File: src/hw/rtl/vector_transform_4x4_macros.svh
// ----------------------------------------------------------------------------
// vector_transform_4x4 assertion macros
// Shared concurrent assertion forms, clocked on clk_i against rst_ni.
// ----------------------------------------------------------------------------
`ifndef VECTOR_TRANSFORM_4X4_MACROS_SVH
`define VECTOR_TRANSFORM_4X4_MACROS_SVH

// Check a property on every clock edge outside reset.
`define VT4_ASSERT(label, prop, msg) \
  label: assert property (@(posedge clk_i) disable iff (!rst_ni) prop) else $error(msg);

// Check a property on every clock edge, reset included.
`define VT4_ASSERT_ALWAYS(label, prop, msg) \
  label: assert property (@(posedge clk_i) prop) else $error(msg);

`endif

File: src/hw/rtl/vt4_pkg.sv
// ----------------------------------------------------------------------------
// vt4_pkg
// Widths, coefficient layout, reset matrix and control types shared by the
// 4x4 vector transform.
// ----------------------------------------------------------------------------
package vt4_pkg;

  localparam int Lanes    = 4;
  localparam int DataW    = 16;
  localparam int CfgW     = Lanes * DataW;
  localparam int IdxW     = 2;
  localparam int ProdW    = 2 * DataW;
  localparam int AccW     = ProdW + 2;
  localparam int FracBits = 8;

  // Register indexes of the matrix rows.
  typedef enum logic [IdxW-1:0] {
    RegRow0 = 2'd0,
    RegRow1 = 2'd1,
    RegRow2 = 2'd2,
    RegRow3 = 2'd3
  } cfg_idx_e;

  // Identity matrix, Q8.8 one on the diagonal.
  localparam logic [CfgW-1:0] RowRst [Lanes] = '{
    64'h0000_0000_0000_0100,
    64'h0000_0000_0100_0000,
    64'h0000_0100_0000_0000,
    64'h0100_0000_0000_0000
  };

  localparam logic signed [DataW-1:0] LaneMax = 16'sh7FFF;
  localparam logic signed [DataW-1:0] LaneMin = 16'sh8000;

  // Stage load enables handed from the pipeline control to the lanes.
  typedef struct packed {
    logic s1_en;
    logic s2_en;
    logic s3_en;
  } vt4_ctrl_t;

endpackage

File: src/hw/rtl/vt4_merge.sv
// ----------------------------------------------------------------------------
// vt4_merge
// Output register: collect the four lane results and fold their clamp flags.
// ----------------------------------------------------------------------------
module vt4_merge (
  input  logic                              clk_i,
  input  logic                              load_i,
  input  logic signed [vt4_pkg::DataW-1:0]  res_i [vt4_pkg::Lanes],
  input  logic [vt4_pkg::Lanes-1:0]         sat_i,
  output logic signed [vt4_pkg::DataW-1:0]  res_o [vt4_pkg::Lanes],
  output logic                              sat_o
);

  logic signed [vt4_pkg::DataW-1:0] res_q [vt4_pkg::Lanes];
  logic                             sat_q;

  always_ff @(posedge clk_i) begin
    if (load_i) begin
      for (int r = 0; r < vt4_pkg::Lanes; r++) begin
        res_q[r] <= res_i[r];
      end
      sat_q <= |sat_i;
    end
  end

  assign res_o = res_q;
  assign sat_o = sat_q;

endmodule

File: config.mk
export PLATFORM = sky130hd
export DESIGN_NAME = vt4_merge
export DESIGN_NICKNAME = d
export VERILOG_FILES = /design/src/hw/rtl/vector_transform_4x4_macros.svh /design/src/hw/rtl/vt4_pkg.sv /design/src/hw/rtl/vt4_merge.sv
export SDC_FILE = /design/constraint.sdc
export NUM_CORES = 1
export LEC_CHECK = 0
export BUFFER_PORTS_ARGS = -buffer_cell sky130_fd_sc_hd__buf_2
export CORE_ASPECT_RATIO = 0.6
export CORE_MARGIN = 2
export CORE_UTILIZATION = 40
export CTS_BUF_LIST = sky130_fd_sc_hd__clkbuf_16
export DETAILED_ROUTE_END_ITERATION = 8
export PLACE_DENSITY = 0.78
export SYNTH_ARGS = -nofsm -noshare
export SYNTH_HDL_FRONTEND = slang
export SYNTH_SLANG_ARGS = --single-unit
export TNS_END_PERCENT = 10
File: constraint.sdc
create_clock -name clk_i -period 1.2 [get_ports clk_i]
set_input_delay 0.24 -clock clk_i [delete_from_list [all_inputs] [get_ports clk_i]]
set_output_delay 0.24 -clock clk_i [all_outputs]
set_load 0.1 [all_outputs]
### After elaboration in Yosys (flattened, before gate mapping)

Index checks and enable logic that the tools add are counted.

| storage, ports and cells | value |
|---|---|
| bits in writable memories | 0 |
| latch bits | 0 |
| bits in registers | 65 |
| bits in read-only memories | 0 |
| word-level logic and storage cells | 6 |
| memories kept | 0 |

| operators by class | value |
|---|---|
| shift operators | 0 |
| add/sub/neg operators | 0 |
| order comparisons | 0 |
| bitwise operators | 0 |
| reduce and logical (&&, ||, !) cells | 1 |
| eq/ne operators | 0 |
| multiplexer cells | 0 |
| divide/modulo/power cells | 0 |
| multipliers | 0 |

Operators by type and width:

| kind | count |
|---|---|
| $reduce_or 4->1 | 1 |

### Logic depth before layout (Yosys ltp)

| depth | value |
|---|---|
| word-level depth | 1 |
| gate-level depth with buffers | 1 |

### Least setup slack after synthesis

Ideal clock, no wire load.

| path | value |
|---|---|
| path type | register to output |
| start | register res_q, in the netlist res_o[0] |
| end | output port res_o[0] in the netlist's numbering |
| arrival | 0.904 ns |
| stages on the path, launching flop included | 1 |
| path buffers | 0 |
| slack | 0.056 ns |
| cells stage by stage | edfxtp_1 |

RTL lines:

| item | RTL line | RTL |
|---|---|---|
| from (decl) | vt4_merge.sv:14 | `logic signed [vt4_pkg::DataW-1:0] res_q [vt4_pkg::Lanes];` |
| from (signal, indexed assignment) | vt4_merge.sv:20 | `res_q[r] <= res_i[r];` |
| to (decl) | vt4_merge.sv:10 | `output logic signed [vt4_pkg::DataW-1:0] res_o [vt4_pkg::Lanes],` |

No word-level cell between the ends.

### Worst setup path after layout

| path | value |
|---|---|
| start | register res_q, in the netlist res_o[14] |
| end | output port res_o[14] in the netlist's numbering |

No word-level cell between the ends.

==> results.cfg <==
[cts]
htree_num_levels = 3
post_cts_buffers = 0
cts_buffers = 9
clkTransAtPathRegs_ns = 0.05
cts_tree = built
cts_buffer_depth = 2
ctsHoldBuffers = 0
cts_sinks = 65
ctsRootBufferMaster = clkbuf_16

[synth]
ys_warn_count = 0
synth_cells = 66
synth.most_common_cell = edfxtp_1
seq_area_frac_synth_pct = 99.6
synth_top_flop_cell = edfxtp_1
syn_area_per_cell_um2 = 29.7
synth_top_cell_area_share_pct = 99.6
ys_types = 2
netlist_top_cells_area = edfxtp_1 (100%), or4_1 (0.38%)
synth_seq_cells = 65
synth_edf_count = 65
async_reset_ff_share_pct = 0
yosysTopAreaCell = edfxtp_1
syn_area_um2 = 1960
synth_nets = 136
yosys-top-cells-count = edfxtp_1 (65), or4_1 (1)

[timing]
relSlewSlack_pct = 87.6
tightest_slew_ns = 0.186
rsz0062_at_grt = true
hold_violations = 0
max_clock_freq_mhz = 822
fin_ws_ns = -0.0173
fin_tns_setup_ns = -0.0503
finalSetupViolCount = 5
slew_violations = 0
finalWorstPathRequiredPeriod_ns = 1.22
fin_crit_sh_pct = 101

[finish]
areaGrowthSynthToFinish_pct = 105
drive_gt1_share_pct = 69.3
postLayoutCoreUtil_pct = 86.5
instances_no_fill = 281
final_nets = 283
diodes = 0
fill_cells = 178

[critical_path]
slowest_stage = edfxtp_1
cp_top_family = flip-flops
startpoint = res_o[14]$_DFFE_PP_
crit_arrival_ns = 0.98
critPathMaxFanout = 1
crit_chain = buf_12
start_kind = flip-flop
critPathMaxStageDelay_ns = 0.45
setup.worst_path.end_class = primary output
criticalPathCategory = flip-flop to primary output
required_ns = 0.96
path_buf_inv = 1

[route]
first_pass_iters = 4
drt_iter0_markers = 72
wl_um = 6670
viasPerCell = 4.75
drc = 0
ant_nets = 0
avgRoutedWirePerCell_um = 23.7
vias = 1334

[power_and_ir_drop]
power_mw = 7.54
ir_drop_mv = 1.28
p_per_area_nw_per_um2 = 1880
leakage_nw = 1.68

[min_path]
hp-class = input pin to flip-flop
worstHoldStart = res_i[10]
hold_depth = 1
holdPathEnd = res_o[10]$_DFFE_PP_

[outcome]
violations = negative setup slack
status = complete, but fails checks

[grt]
grt_pass1_vias = 1362
antenna_found_initial = 0
grt_pass1_wl_um = 9360
grt_usage_pct = 26.0
grt_max_degree = 35
grt-ovfl-total = 0

[run]
maxCapViolations = 0

[placement]
hpwl_um = 4600
dp_cells = 265
gp_congestion = 0.699
io_buffers = 134

[die]
die_w_um = 94.4
io_pins = 135
coreArea_um2 = 4640
die_y_um = 58.2
num_rows = 19
dieArea_um2 = 5490
start_util_pct = 42.3
[per-stage QoR]
stage                     instance area [um2]  setup WS, ns  hold WS, ns
after floorplan                          1960        0.0560        0.339
after global placement                   3720        0.0996        0.416
after detailed placement                 3720        0.0883        0.418
after CTS                                4010       -0.0273       0.0760
after global routing                     4010       -0.0417       0.0701
final                                    4010       -0.0173       0.0873
[cells in the final DEF (no fill, tap or decap), drive strengths merged]
cell type / Yosys / layout
clkinvlp: 0 / 1
clkbuf: 0 / 9
buf: 0 / 136
edfxtp: 65 / 65
or4: 1 / 1
bufinv: 0 / 1
clkinv: 0 / 5
[how the worst max path moves through the flow]
stage	slack, ns	depth (start not counted)	end
detailed placement	0.09	2	sat_o$_DFFE_PP_
finish	-0.02	1	res_o[14]
global placement	0.1	2	sat_o$_DFFE_PP_
CTS	-0.03	1	res_o[35]
floorplan	0.06	0	res_o[0]
global route	-0.04	1	res_o[23]
[cell type report]
cell class,instances,area (um2),area share [%]
clock buffers,9,225,5.61
clock inverters,7,61.3,1.53
well taps,63,78.8,1.97
flip-flops and latches,65,1950,48.7
multi-input cells,1,7.51,0.187
repair buffers,136,1690,42.0
[where the power goes]
part	leakage, nW	internal (mW)	switching [mW]	total [mW]
Clock	0.142	1.58	0.899	2.48
Combinational	0.902	0.730	1.45	2.18
Sequential	0.636	2.71	0.159	2.87
[cells by family (layout without fill, tap and decap cells)]
group                  count (synthesis)  count (layout)  synth area share [%]
AND/OR/NAND/NOR                        1               1                 0.383
flip-flops                            65              65                  99.6
buffers and inverters                  0             152                     0
[flip-flops by register name, indices dropped and copies added, names as in the netlist]
name,flops
res_o,64
sat_o,1
[what timing repair did]
item                                    in CTS  in global routing
endpoints found under the setup margin      17                 41
endpoints found under the hold margin        0                  0
resized for setup                            0                  0
pin swaps                                    0                  0
[metal layers]
| layer | up-vias | global-route usage, % | wire length, um |
|---|---|---|---|
| met5 | - | 0 | 0 |
| met4 | 0 | 6.21 | 36 |
| met3 | 4 | 12.4 | 668 |
| met2 | 92 | 42.1 | 3360 |
| met1 | 672 | 32.4 | 2610 |
| li1 | 566 | - | - |
Power figures use the tool's default switching activity.
