--- config.mk ---
export PLATFORM = sky130hd
export DESIGN_NAME = vt4_lane
export DESIGN_NICKNAME = d
export VERILOG_FILES = /design/src/hw/rtl/vector_transform_4x4_macros.svh /design/src/hw/rtl/vt4_pkg.sv /design/src/hw/rtl/vt4_lane.sv
export SDC_FILE = /design/constraint.sdc
export NUM_CORES = 2
export LEC_CHECK = 0
export BUFFER_PORTS_ARGS = -buffer_cell sky130_fd_sc_hd__buf_2
export CORE_ASPECT_RATIO = 1.75
export CORE_MARGIN = 4
export CORE_UTILIZATION = 28
export DETAILED_ROUTE_END_ITERATION = 6
export GPL_ROUTABILITY_DRIVEN = 0
export MAX_ROUTING_LAYER = met4
export SLEW_MARGIN = 15
export SYNTH_ARGS = -nofsm -noshare
export SYNTH_HDL_FRONTEND = slang
export SYNTH_SLANG_ARGS = --single-unit
--- constraint.sdc ---
create_clock -name clk_i -period 7.2 [get_ports clk_i]
set_clock_uncertainty 0.05 [all_clocks]
set_input_delay 0.36 -clock clk_i [delete_from_list [all_inputs] [get_ports clk_i]]
set_output_delay 0.36 -clock clk_i [all_outputs]
set_load 0.005 [all_outputs]
--- src/hw/rtl/vector_transform_4x4_macros.svh ---
// ----------------------------------------------------------------------------
// vector_transform_4x4 assertion macros
// Shared concurrent assertion forms, clocked on clk_i against rst_ni.
// ----------------------------------------------------------------------------
`ifndef VECTOR_TRANSFORM_4X4_MACROS_SVH
`define VECTOR_TRANSFORM_4X4_MACROS_SVH

// Check a property on every clock edge outside reset.
`define VT4_ASSERT(label, prop, msg) \
  label: assert property (@(posedge clk_i) disable iff (!rst_ni) prop) else $error(msg);

// Check a property on every clock edge, reset included.
`define VT4_ASSERT_ALWAYS(label, prop, msg) \
  label: assert property (@(posedge clk_i) prop) else $error(msg);

`endif

--- src/hw/rtl/vt4_pkg.sv ---
// ----------------------------------------------------------------------------
// vt4_pkg
// Widths, coefficient layout, reset matrix and control types shared by the
// 4x4 vector transform.
// ----------------------------------------------------------------------------
package vt4_pkg;

  localparam int Lanes    = 4;
  localparam int DataW    = 16;
  localparam int CfgW     = Lanes * DataW;
  localparam int IdxW     = 2;
  localparam int ProdW    = 2 * DataW;
  localparam int AccW     = ProdW + 2;
  localparam int FracBits = 8;

  // Register indexes of the matrix rows.
  typedef enum logic [IdxW-1:0] {
    RegRow0 = 2'd0,
    RegRow1 = 2'd1,
    RegRow2 = 2'd2,
    RegRow3 = 2'd3
  } cfg_idx_e;

  // Identity matrix, Q8.8 one on the diagonal.
  localparam logic [CfgW-1:0] RowRst [Lanes] = '{
    64'h0000_0000_0000_0100,
    64'h0000_0000_0100_0000,
    64'h0000_0100_0000_0000,
    64'h0100_0000_0000_0000
  };

  localparam logic signed [DataW-1:0] LaneMax = 16'sh7FFF;
  localparam logic signed [DataW-1:0] LaneMin = 16'sh8000;

  // Stage load enables handed from the pipeline control to the lanes.
  typedef struct packed {
    logic s1_en;
    logic s2_en;
    logic s3_en;
  } vt4_ctrl_t;

endpackage

--- src/hw/rtl/vt4_lane.sv ---
// ----------------------------------------------------------------------------
// vt4_lane
// One matrix row dotted with the input vector: products, sum with rounding
// bias, then floor shift and clamp to 16 bits.
// ----------------------------------------------------------------------------
module vt4_lane (
  input  logic                                  clk_i,
  input  vt4_pkg::vt4_ctrl_t                    ctrl_i,
  input  logic [vt4_pkg::CfgW-1:0]              row_i,
  input  logic signed [vt4_pkg::DataW-1:0]      vec_i [vt4_pkg::Lanes],
  output logic signed [vt4_pkg::DataW-1:0]      res_o,
  output logic                                  sat_o
);

  localparam int AccW  = vt4_pkg::AccW;
  localparam int DataW = vt4_pkg::DataW;
  localparam int ProdW = vt4_pkg::ProdW;

  localparam logic signed [AccW-1:0] Half  = AccW'((1 << vt4_pkg::FracBits) >> 1);
  localparam logic signed [AccW-1:0] AccMax = AccW'(vt4_pkg::LaneMax);
  localparam logic signed [AccW-1:0] AccMin = AccW'(vt4_pkg::LaneMin);

  logic signed [DataW-1:0]          coef [vt4_pkg::Lanes];
  logic signed [vt4_pkg::ProdW-1:0] prod_q [vt4_pkg::Lanes];
  logic signed [AccW-1:0]           acc_d, acc_q;
  logic signed [AccW-1:0]           shifted;
  logic signed [DataW-1:0]          res_d, res_q;
  logic                             sat_d, sat_q;

  for (genvar c = 0; c < vt4_pkg::Lanes; c++) begin : g_coef
    assign coef[c] = row_i[c*DataW +: DataW];
  end

  // Stage 1: one multiplier per column.
  always_ff @(posedge clk_i) begin
    if (ctrl_i.s1_en) begin
      for (int c = 0; c < vt4_pkg::Lanes; c++) begin
        prod_q[c] <= ProdW'(coef[c]) * ProdW'(vec_i[c]);
      end
    end
  end

  // Stage 2: exact sum plus rounding bias.
  assign acc_d = AccW'(prod_q[0]) + AccW'(prod_q[1]) + AccW'(prod_q[2])
               + AccW'(prod_q[3]) + Half;

  always_ff @(posedge clk_i) begin
    if (ctrl_i.s2_en) begin
      acc_q <= acc_d;
    end
  end

  // Stage 3: floor shift and clamp.
  always_comb begin
    shifted = acc_q >>> vt4_pkg::FracBits;
    sat_d   = 1'b1;
    if (shifted > AccMax) begin
      res_d = vt4_pkg::LaneMax;
    end else if (shifted < AccMin) begin
      res_d = vt4_pkg::LaneMin;
    end else begin
      res_d = shifted[DataW-1:0];
      sat_d = 1'b0;
    end
  end

  always_ff @(posedge clk_i) begin
    if (ctrl_i.s3_en) begin
      res_q <= res_d;
      sat_q <= sat_d;
    end
  end

  assign res_o = res_q;
  assign sat_o = sat_q;

endmodule

# Word-level counts from Yosys, hierarchy flattened
# Memory sizes are Yosys's and may differ from the RTL's.
# Index checks and enable logic that the tools add are counted.
[totals]
regBits = 51
ram_bits = 128
input_bits = 132
out_inout_bits = 17
wordCells = 18
mem_count = 1
[mem_list]
columns = ["name", "words", "width", "rd", "rd_clocked_by_memory_dff", "write_ports", "line_no", "text"]
rows = [
  ["prod_q", 4, 32, 4, 0, 4, "vt4_lane.sv:24", "logic signed [vt4_pkg::ProdW-1:0] prod_q [vt4_pkg::Lanes];"],
]
[classes]
addsub = 4
multipliers = 4
order_cmp = 2
mux = 4
[ops]
columns = ["operator", "count"]
rows = [
  ["16-bit by 16-bit multiplier with 32-bit output", 4],
  ["33-bit by 32-bit adder with 34-bit output", 1],
  ["34-bit by 32-bit adder with 34-bit output", 1],
  ["34-bit by 9-bit adder with 34-bit output, second input constant", 1],
  ["32-bit by 32-bit adder with 33-bit output", 1],
  ["26-bit by 16-bit greater-than comparator with 1-bit output, second input constant", 1],
  ["26-bit by 16-bit < comparator with 1-bit output, second input constant", 1],
  ["16-bit two-way mux", 1],
  ["1-bit two-way mux", 3],
]

# Depth between registers and ports, before layout
[depth]
ltp_word = 4
ltp_mapped = 26
depth_no_buf = 25

# Least setup slack after synthesis
# OpenSTA, ideal clock, no wires.
[synth_timing]
kind = "input to register"
from = "in row_i[39] in the netlist's numbering"
to = "mem prod_q[2][30] in the netlist's numbering, data pin"
setup_ps = 258
arrival_ps = 5832
t_required_ps = 6892
path_slack_ps = 1060
path_stages = 23
path_buffers = 1
cell_sequence = "clkbuf_1 nand2_1 fa_1 inv_1 fa_1 inv_1 fa_1 inv_1 fa_1 fa_1 inv_1 fa_1 inv_1 ha_1 and4_1 and2_1 o21ai_0 o41ai_1 o2111a_1 a211oi_1 o211ai_1 a21oi_1 xnor2_1"
[synth_rtl]
columns = ["element", "line_no", "text"]
rows = [
  ["from (decl)", "vt4_lane.sv:9", "input logic [vt4_pkg::CfgW-1:0] row_i,"],
  ["to (decl)", "vt4_lane.sv:24", ""],
]

==> metrics.cfg <==
[clock_tree]
clk_path_buf_depth=2
clk_latency_ns=0.47
cts-hold-fix-buffers=0
cts_tree=yes
cts_sinks=171
clock-root-buffer=clkbuf_16
clk_pin_slew_ns=0.08
cts_resized=0
numCtsBuffers=17
post_cts_buffers=0
htreeDepth=4

[worst_setup_path]
worst_setup_path_start_kind=input port
reg2reg_slack_ns=2.57
r2r_end=acc_q[28]$_DFFE_PP_
worstSetupStartpoint=row_i[59]
crit_required_ns=7.34
path_class=input port to flop
cp.arrival_ns=6.56
crit_fanout=16
reg2regPathDepth=13
worst_setup_path_end_kind=flop
rr_startpoint=prod_q[1][5]$_DFFE_PP_

[routing]
drc=0
post_drt_wl_per_cell_um=17.7
dr.pass1.iters=6
viasPerCell=4.51
drtIter0Drc=1299
vias=31598
postRouteAntennaNets=0
drt-total-wl_um=124000

[timing]
min_period_over_period_pct=89.3
slew_headroom_pct=37.4
rsz0062_at_grt=false
setup_violations=0
fin_tns_setup_ns=0
timing.final.hold_violations=0
setup_ws_ns=0.772
tightest_slew_ns=0.939
min_period_ns=6.43
fmax_mhz=156
drv_slew=0

[job]
cap_violations=0

[floorplanning]
fp.dieW_um=318
rows=198
dieArea_mm2=0.175
dieHeight_um=551
pin_count=149
coreArea_mm2=0.167
start_util_pct=28.3

[synthesis]
syn_area_mm2=0.0471
synth_cells=4732
synth.yosys.warnings=0
synth_cell_type_count=66
synth_flop_cell=edfxtp_1
syn_area_per_cell_um2=9.96
ys_seq_area_share_pct=10.9
synth_edf_count=171
syn_nets=6365
synth_seq_cells=171
async_reset_ff_share_pct=0

[cells_and_area]
mostFrequentLayoutCells=inv_1, fa_1, nand2_1
syn_to_final_growth_pct=8.11
finalNetCount=6427
fin_cells=7008
fillers=17239
final_cell_area_mm2=0.0509
drive_above_1_share_pct=4.76
final_common_cell=inv_1

[global_routing]
grt_usage_pct=15.0
grt_max_degree=67
antenna_found_initial=11
grt_pass1_vias=36340
overflow=0
grt_pass1_wl_um=199000

[place]
hpwl_um=107000
portBuffers=148
pre_cts_ws_ns=0.342
placed_cells=6975
placed_cell_area_mm2=0.0503

[hold_path]
min_path_cells=1
hold_end=res_o[15]$_SDFFCE_PN0P_
hold_class=input port to flop
min_from=ctrl_i[0]

[run_status]
status=completed

## synthesized netlist by cell type (5+ instances only)
library cell  count  area share, %
o211ai_1          9           0.14
or3_1             7          0.093
nor2_1          120           0.96
a211o_1           5          0.093
xor2_1           31           0.58
fa_1           1112             47
nand2b_1         37           0.49
ha_1            389             10
o21ai_0          58           0.62
and2_1          490            6.5
o21bai_1         10           0.16
o31ai_1          10           0.16
and3_1           10           0.13
nor3_1           25           0.27
clkbuf_1        129            1.0
nor2b_1          10           0.13
a31oi_1          11           0.15
edfxtp_1        171             11
nor4_1            8           0.11
a21o_1           51           0.81
nand2_1         525            4.2
nand3_1          22           0.23
or2_2             6          0.080
xnor2_1         133            2.5
o21a_1           27           0.43
inv_1          1157            9.2
a21oi_1          93           0.99
nand4_1          10           0.13
a211oi_1         11           0.18
## layout make-up
cell class | count | area, um2 | area share (%)
Multi-Input combinational cell | 3273 | 37200 | 73.0
Sequential cell | 171 | 5130 | 10.1
Inverter | 1157 | 4340 | 8.53
Tap cell | 2200 | 2750 | 5.40
Timing Repair Buffer | 174 | 938 | 1.84
Clock buffer | 17 | 425 | 0.835
Clock inverter | 15 | 179 | 0.351
Antenna cell | 1 | 2.50 | 0.00491
## worst max path at each step
stage / depth (start not counted) / endpoint
5_1_grt: 21 / prod_q[3][30]$_DFFE_PP_
2_1_floorplan: 23 / prod_q[2][30]$_DFFE_PP_
4_1_cts: 21 / prod_q[3][30]$_DFFE_PP_
3_5_place_dp: 21 / prod_q[3][30]$_DFFE_PP_
6_report: 21 / prod_q[3][30]$_DFFE_PP_
3_3_place_gp: 21 / prod_q[3][30]$_DFFE_PP_
## cells by family (layout without fill, tap and decap cells)
kind of cell | Yosys count | after routing | synth area share, %
fa+ha+maj | 1501 | 1501 | 57.6
simple gates | 1288 | 1288 | 13.6
buf+inv | 1288 | 1363 | 10.3
compound gates | 319 | 319 | 4.54
flops | 171 | 171 | 10.9
xor+xnor | 164 | 164 | 3.05
mux | 1 | 1 | 0.0212
other cells | 0 | 1 | 0
## metrics by stage
stage	hold slack, ns	utilization (%)
floorplan	0.422	-
global placement	0.567	30.2
detailed placement	0.563	30.2
CTS	0.257	30.5
global route	0.271	30.5
finish	0.277	30.5
## registers in the layout, indices dropped and copies added (netlist names)
name / cells
acc_q: 26
res_o: 16
prod_q: 128
sat_o: 1
## critical path, stage by stage
cell	delay, ns
buf_2	0.33
nand2_1	0.14
fa_1	0.56
fa_1	0.53
fa_1	0.52
inv_1	0.06
fa_1	0.51
fa_1	0.52
inv_1	0.06
fa_1	0.51
inv_1	0.05
ha_1	0.34
a21o_1	0.18
a21o_1	0.19
a21oi_1	0.18
a21oi_1	0.11
o31ai_1	0.41
a21oi_1	0.17
o21ai_0	0.26
a21oi_1	0.14
a311o_1	0.42
## metal layers
metal  wire (um)  share of wire, %  up-vias  global-route usage, %
li1            -                 -    14188                      -
met1       43800                35    16507                   15.4
met2       72400                58      663                   29.8
met3        3010               2.4      240                  0.953
met4        5160               4.1        0                   5.29
met5           0                 0        -                      -
Power is not shown: default switching activity piles up to over one toggle a cycle in this logic, so the estimate is an artifact.
